[config.mk]
export PLATFORM = sky130hd
export DESIGN_NAME = smap_pbuf
export DESIGN_NICKNAME = d
export VERILOG_FILES = /design/src/hw/rtl/serial_memory_access_protocol_macros.svh /design/src/hw/rtl/smap_pkg.sv /design/src/hw/rtl/smap_pbuf.sv
export SDC_FILE = /design/constraint.sdc
export NUM_CORES = 1
export LEC_CHECK = 0
export ABC_CLOCK_PERIOD_IN_PS = 2000
export BUFFER_PORTS_ARGS = -buffer_cell sky130_fd_sc_hd__buf_2
export CAP_MARGIN = 30
export CORE_MARGIN = 4
export CORE_UTILIZATION = 40
export CTS_BUF_LIST = sky130_fd_sc_hd__clkbuf_8
export CTS_CLUSTER_SIZE = 12
export DETAILED_ROUTE_END_ITERATION = 6
export HOLD_SLACK_MARGIN = 0.12
export SKIP_LAST_GASP = 1
export SYNTH_ARGS = -nofsm -noshare
export SYNTH_HDL_FRONTEND = slang
export SYNTH_SLANG_ARGS = --single-unit
[constraint.sdc]
create_clock -name clk -period 2 [get_ports clk]
set_input_delay 0.3 -clock clk [delete_from_list [all_inputs] [get_ports clk]]
set_output_delay 0.3 -clock clk [all_outputs]
set_load 0.01 [all_outputs]
[src/hw/rtl/serial_memory_access_protocol_macros.svh]
// Assertion macros for the serial memory access protocol block.
// Each check is sampled on the rising edge of clk and is disabled during reset.
`ifndef SERIAL_MEMORY_ACCESS_PROTOCOL_MACROS_SVH
`define SERIAL_MEMORY_ACCESS_PROTOCOL_MACROS_SVH
`ifndef SYNTHESIS
`define SMAP_ASSERT_IMP(lbl, ante, cons) \
    lbl: assert property (@(posedge clk) disable iff (!rst_n) (ante) |-> (cons)) \
        else $error("smap: same-cycle check failed");
`define SMAP_ASSERT_NXT(lbl, ante, cons) \
    lbl: assert property (@(posedge clk) disable iff (!rst_n) (ante) |=> (cons)) \
        else $error("smap: next-cycle check failed");
`else
`define SMAP_ASSERT_IMP(lbl, ante, cons)
`define SMAP_ASSERT_NXT(lbl, ante, cons)
`endif
`endif

[src/hw/rtl/smap_pkg.sv]
// ----------------------------------------------------------------------------
// smap_pkg
// Shared constants, types and text tables of the serial memory access block.
// ----------------------------------------------------------------------------
`timescale 1ns / 1ps

package smap_pkg;

    localparam logic [7:0] CH_CR  = 8'h0D;
    localparam logic [7:0] CH_LF  = 8'h0A;
    localparam logic [7:0] CH_DOT = 8'h2E;
    localparam logic [7:0] CH_OK  = 8'h24;
    localparam logic [7:0] CH_ERR = 8'h21;

    localparam logic [7:0] CMD_IDENT = 8'h3F;
    localparam logic [7:0] CMD_WRITE = 8'h77;
    localparam logic [7:0] CMD_READ  = 8'h72;
    localparam logic [7:0] CMD_REG   = 8'h67;
    localparam logic [7:0] CMD_START = 8'h73;

    localparam logic [7:0] ERR_PARAM   = 8'h70;
    localparam logic [7:0] ERR_UNKNOWN = 8'h75;
    localparam logic [7:0] ERR_FORMAT  = 8'h66;
    localparam logic [7:0] ERR_SIZE    = 8'h73;

    localparam logic [31:0] CPU_WORD0_RESET = 32'hCAFEBABE;
    localparam logic [31:0] CPU_WORD1_RESET = 32'hDEADBEEF;
    localparam logic [31:0] PSR_RESET       = 32'd467;
    localparam logic [31:0] POINTER_RESET   = 32'd0;
    localparam logic [31:0] PSR_HYP         = 32'h0000_01DA;

    localparam logic [7:0] NUM_REGS    = 8'd5;
    localparam logic [7:0] NUM_CPU     = 8'd4;
    localparam logic [4:0] IDENT_LEN   = 5'd14;
    localparam logic [4:0] SYNC_LEN    = 5'd4;
    localparam logic [4:0] ERR_LEN     = 5'd5;
    localparam logic [4:0] REG_LEN     = 5'd4;

    localparam logic [1:0] CFG_PSR     = 2'd0;
    localparam logic [1:0] CFG_POINTER = 2'd1;

    // Control of the payload buffer ports.
    typedef struct packed {
        logic       wr_en;
        logic [3:0] wr_be;
        logic       rd_en;
    } pbuf_ctl_t;

    // Control of the target memory port.
    typedef struct packed {
        logic wr_en;
        logic rd_en;
    } tmem_ctl_t;

    function automatic logic [7:0] ident_char(input logic [3:0] k);
        logic [7:0] c;
        case (k)
            4'd0:    c = 8'h6D;
            4'd1:    c = 8'h69;
            4'd2:    c = 8'h6E;
            4'd3:    c = 8'h69;
            4'd4:    c = 8'h70;
            4'd5:    c = 8'h69;
            4'd6:    c = 8'h20;
            4'd7:    c = 8'h62;
            4'd8:    c = 8'h6F;
            4'd9:    c = 8'h6F;
            4'd10:   c = 8'h74;
            4'd11:   c = 8'h6C;
            4'd12:   c = 8'h64;
            4'd13:   c = 8'h2E;
            default: c = 8'h00;
        endcase
        return c;
    endfunction

    function automatic logic [7:0] sync_char(input logic [1:0] k);
        logic [7:0] c;
        case (k)
            2'd0:    c = 8'h53;
            2'd1:    c = 8'h59;
            2'd2:    c = 8'h4E;
            default: c = 8'h43;
        endcase
        return c;
    endfunction

endpackage

[src/hw/rtl/smap_pbuf.sv]
// ----------------------------------------------------------------------------
// smap_pbuf
// Payload buffer: word rows with byte enables; unwritten bytes read as zero.
// ----------------------------------------------------------------------------
`timescale 1ns / 1ps

module smap_pbuf
    import smap_pkg::*;
#(
    parameter int ROWS  = 8,
    parameter int ROW_W = 3
)
(
    input  logic             clk,
    input  logic             rst_n,
    input  pbuf_ctl_t        ctl,
    input  logic [ROW_W-1:0] wr_row,
    input  logic [31:0]      wr_data,
    input  logic [ROW_W-1:0] rd_row,
    output logic [31:0]      rd_data
);

    logic [31:0]         mem [ROWS];
    logic [31:0]         rdata_reg;
    logic [3:0]          mask_reg;
    logic [ROWS*4-1:0]   valid_reg;

    always_ff @(posedge clk)
    begin
        for (int l = 0; l < 4; l++)
        begin
            if (ctl.wr_en && ctl.wr_be[l])
            begin
                mem[wr_row][8*l +: 8] <= wr_data[8*l +: 8];
            end
        end
        if (ctl.rd_en)
        begin
            rdata_reg <= mem[rd_row];
        end
    end

    // Valid bits give the buffer its all-zero reset without a clearing pass.
    always_ff @(posedge clk or negedge rst_n)
    begin
        if (!rst_n)
        begin
            valid_reg <= '0;
            mask_reg  <= '0;
        end
        else
        begin
            if (ctl.wr_en)
            begin
                valid_reg[{wr_row, 2'b00} +: 4] <= valid_reg[{wr_row, 2'b00} +: 4] | ctl.wr_be;
            end
            if (ctl.rd_en)
            begin
                mask_reg <= valid_reg[{rd_row, 2'b00} +: 4];
            end
        end
    end

    always_comb
    begin
        for (int l = 0; l < 4; l++)
        begin
            rd_data[8*l +: 8] = mask_reg[l] ? rdata_reg[8*l +: 8] : 8'h00;
        end
    end

endmodule

# Yosys cells after proc, flatten, opt, wreduce, memory -nomap -nowiden
# Memory sizes are Yosys's and may differ from the RTL's. A register that Yosys moved wholly into a read port is not among the register bits.
# Cells that the tools add are included.
[word_totals]
ff_bits = 36
ramBits = 256
out_inout_bits = 32
mem_count = 1
[op_classes]
n_addsub = 1
shifts = 4
muxes = 13
bitwise_logic = 1
n_reduce_logical = 4
[memory_table]
columns = ["memory", "words", "width", "rd", "rd_clocked_by_memory_dff", "write_ports", "line_no", "source"]
rows = [
  ["mem", 8, 32, 1, 1, 1, "smap_pbuf.sv:23", "logic [31:0] mem [ROWS];"],
]
[ops]
columns = ["op", "count"]
rows = [
  ["32-bit by 6-bit indexed part select with 4-bit output", 2],
  ["32-bit bitwise mux", 1],
  ["8-bit two-way mux", 4],
  ["4-bit by 7-bit variable shift with 32-bit output (first input constant)", 1],
  ["4-bit by 7-bit indexed part select with 32-bit output", 1],
  ["1-bit two-way mux", 8],
  ["5-bit negator with 7-bit output", 1],
  ["1-bit logical AND", 4],
  ["4-bit OR", 1],
]

# Logic depth before layout (Yosys ltp)
[depth]
ltp_word = 4
mapped_depth = 8
depth_no_buf = 7

# Least setup slack after synthesis
# OpenSTA, ideal clock, no wires.
[synth_path]
path_type = "in2reg"
from = "in wr_row[1]"
to = "reg valid_reg[17]"
setup_time_ps = 82
t_arrival_ps = 1781
setup_slack_ps = 137
path_stages = 8
path_buffers = 1
path_cell_list = "inv_2 buf_2 ha_1 ha_1 o311a_4 nor4b_4 nor2_1 a31oi_1"
[synth_via]
elab_chain_cells = 4
elab_cells_between_ends = 6
[synth_rtl]
columns = ["element", "line_no", "source"]
rows = [
  ["start: declaration", "smap_pbuf.sv:17", "input logic [ROW_W-1:0] wr_row,"],
  ["32-bit by 6-bit indexed part select with 4-bit output", "smap_pbuf.sv:55", "valid_reg[{wr_row, 2'b00} +: 4] <= valid_reg[{wr_row, 2'b00} +: 4] | ctl.wr_be;"],
  ["4-bit OR", "smap_pbuf.sv:55", ""],
  ["4-bit by 7-bit indexed part select with 32-bit output", "smap_pbuf.sv:55", ""],
  ["32-bit bitwise mux *", "smap_pbuf.sv:55", ""],
  ["end signal: indexed assignment", "smap_pbuf.sv:55", ""],
  ["end: declaration", "smap_pbuf.sv:26", "logic [ROWS*4-1:0] valid_reg;"],
]
# Every way passes the cells marked *; elsewhere a longest branch is shown, timed or not.
# A chain may end at the register's enable or synchronous reset.

# Worst setup path after layout
[layout_path]
from = "reg mask_reg[0]"
to = "out rd_data[0]"
[layout_via]
elab_chain_cells = 1
[layout_rtl]
columns = ["element", "line_no", "source"]
rows = [
  ["start: declaration", "smap_pbuf.sv:25", "logic [3:0] mask_reg;"],
  ["start signal: assignment", "smap_pbuf.sv:59", "mask_reg <= valid_reg[{rd_row, 2'b00} +: 4];"],
  ["8-bit two-way mux", "smap_pbuf.sv:68", "rd_data[8*l +: 8] = mask_reg[l] ? rdata_reg[8*l +: 8] : 8'h00;"],
  ["end: declaration", "smap_pbuf.sv:20", "output logic [31:0] rd_data"],
]
# No other way between the ends.

==> summary.md <==
| Metric | Value |
|---|---|
| Outcome | `complete, no violations` |
| Final core utilization | `48.1%` |
| Layout Cells excl Fill | `1349` |
| Top delay family on crit path | `flip-flops` |
| Layout Nets | `921` |
| Worst-path clk slew | `0.06 ns` |
| TritonCTS clock tree | `yes` |
| DRT Wirelength | `27.4 mm` |
| Top-area cell type share of the netlist area | `65.8%` |
| First-pass GRT wire length | `43.2 mm` |
| Worst Path Max Fanout | `9` |
| Commonest cells after routing, fill and taps aside | `edfxtp_1, buf_2, mux4_2` |
| Combinational Power Share | `8.7%` |
| Asr flop ratio synth | `11.1%` |
| Worst EP arrival | `1.47 ns` |
| Internal | `10700 uW` |
| Final Skew | `0.00876 ns` |
| Initial Utilization | `40.5%` |
| Top-Level Pins | `78` |
| Routability cong. | `0.824` |
| Number of flops mapped to enable cells by yosys | `288` |
| Placed insts | `1225` |
| Sw frac | `22.7%` |
| Critical Path, Cell by Cell | `and2_1 > buf_2` |
| Yosys warns | `0` |
| CP required | `1.70 ns` |
| Drt pass-1 iters | `5` |
| DRC viols | `0` |
| Vias in the first global route | `7513` |
| WS Path Type | `flop to output port` |
| PortBufs | `77` |
| Avg WL per Cell | `20.3 um` |
| Core area | `32500 um2` |
| GR Util All Layers | `15.6%` |
| Seq pwr share | `56.4%` |
| Period utilization | `88.6%` |
| Root Buffer | `clkbuf_8` |
| # clock sinks | `324` |
| Initial antenna violation count | `0` |
| Die Wd | `189 um` |
| Final Hold Fails | `0` |
| Final ANT Viol Nets | `0` |
| Crit-path slowest cell | `dfrtp_1` |
| CP peak stage delay | `0.53 ns` |
| Hold WC Path Type | `primary input to flop` |
| # setup viols final | `0` |
| Vias per inst | `5.09` |
| # rows | `66` |
| Chip Height | `189 um` |
| Syn_nets | `736` |
| Top cells by area, synth | `edfxtp_1, mux4_2, dfrtp_1` |
| Slew headroom | `42.2%` |
| PD cells | `890 nW/um2` |
| Leak | `0.00551 uW` |
| Clk buf depth | `3` |
| Most common cell after layout, fill and taps aside | `edfxtp_1` |
| Vias | `6865` |
| Primary FF master, synth | `edfxtp_1` |
| Area of the mapped netlist | `13100 um2` |
| Setup TNS | `0 ns` |
| Yosys top cell by area | `edfxtp_1` |
| Total power | `13900 uW` |
| Clock power frac | `34.9%` |
| Bufs and invs on worst path | `1` |
| CP Capture Type | `output port` |
| Remaining Overflow, GRT | `0` |
| Max reg flops | `256` |
| Worst setup SP type | `flop` |
| H-tree Lvls | `2` |
| Worst slew pin tran | `0.867 ns` |
| Largest net degree at the start of global routing | `41` |
| Skew-Pair Late Insertion Delay | `0.55 ns` |
| IR Drop Worst-Case VDD | `336 uV` |
| Post-CTS Setup Inserts | `0` |
| Hpwl dp | `17.6 mm` |
| Die ar. | `35800 um2` |
| Drt initial violations | `547` |
| Max Cap Viol | `0` |
| # diodes | `0` |
| Share of cells above drive strength 1 | `33.7%` |
| Post-synth cell types | `50` |
| Register area share after synthesis | `72.7%` |
| Fin. max-slew vios | `0` |
| Fmax | `564 MHz` |
| Unrepaired setup endpoints after global routing | `no` |
| Seq cells post-synth | `324` |
| Syn-to-layout area delta | `18.8%` |
| Syn Area/Cell | `19.2 um2` |
| Hold Slack | `0.190 ns` |
| Crit path time final | `1.77 ns` |
| Fillcell total | `2748` |
| Sw power | `3150 uW` |
| Mapped Cells | `685` |
| CTS Buf Count | `51` |
-- final cells by class --
class / instances / area [um2] / share of cell area [%]
Clock buffer: 54 / 743 / 4.76
Clock inverter: 36 / 140 / 0.898
Inverter: 4 / 20.0 / 0.128
Multi-Input combinational cell: 328 / 3370 / 21.6
Sequential cell: 324 / 9550 / 61.2
Tap cell: 442 / 553 / 3.54
Timing Repair Buffer: 161 / 1230 / 7.89
-- final timing paths --
path / start / to / slack (ns) / depth (start not counted)
min reg2reg: valid_reg[28]$_DFFE_PN0P_ / valid_reg[28]$_DFFE_PN0P_ / 0.51 / 2
min in group asynchronous: rst_n / valid_reg[29]$_DFFE_PN0P_ / 0.40 / 2
max in group asynchronous: rst_n / mask_reg[1]$_DFFE_PN0P_ / 1.05 / 2
max: mask_reg[0]$_DFFE_PN0P_ / rd_data[0] / 0.23 / 2
max reg2reg: valid_reg[26]$_DFFE_PN0P_ / valid_reg[6]$_DFFE_PN0P_ / 0.31 / 4
min: ctl[2] / valid_reg[17]$_DFFE_PN0P_ / 0.19 / 3
-- power by group through the flow --
stage,Sequential [uW],Combinational [uW],Clock (uW)
floorplan,7890,749,0
global placement,7970,1170,0
detailed placement,7970,1180,0
CTS,7830,1240,5030
global route,7850,1340,5330
finish,7830,1210,4850
-- logic make-up (layout without fill, tap and decap cells) --
| logic type | Yosys count | in the layout | synth area share, % |
|---|---|---|---|
| fa+ha+maj | 5 | 5 | 0.476 |
| buf+inv | 33 | 255 | 1.67 |
| compound gates | 52 | 52 | 2.94 |
| flops | 324 | 324 | 72.7 |
| mux | 117 | 117 | 16.1 |
| simple gates | 154 | 154 | 6.12 |
-- worst min-delay path, stage by stage --
cell and delay [ns]:
buf_2 0.15, a21oi_1 0.11, a31oi_1 0.13
-- cell usage after synthesis (3+ instances only) --
cell       count
mux4_2        72
edfxtp_1     288
nor2b_1        3
nand3_1       13
and3b_1        3
buf_2          6
o21ai_1       22
mux2i_1        8
a31oi_1        5
dfrtp_1       36
a21oi_1        8
nor2_1        43
clkbuf_1       9
ha_1           5
and2_1        32
nand3b_1       3
mux2_2        35
buf_6         10
o2bb2ai_1      3
nand2_1       39
o21ai_0        3
-- layer usage --
metal  vias to the layer above  part of all wire [%]  wire length (um)  global-route usage [%]
met4                         0                   1.5               423                    3.95
met1                      3511                    42             11600                    21.3
met3                        35                   4.7              1290                    2.54
li1                       3118                     -                 -                       -
met2                       201                    51             14100                    26.7
met5                         -                     0                 0                       0
-- timing repair --
action / 4_1_cts / 5_1_grt
hold buffers: 34 / 0
hold endpoints to repair: 299 / 0
resized for setup: 0 / 0
-- metrics by stage --
step / instance area (um2) / worst slack [ns]
5_1_grt: 15600 / 0.144
3_3_place_gp: 14400 / 0.111
4_1_cts: 15600 / 0.140
6_report: 15600 / 0.228
2_1_floorplan: 13100 / 0.137
3_5_place_dp: 14400 / 0.0481
Note: power is estimated with default switching activity, not from simulation.
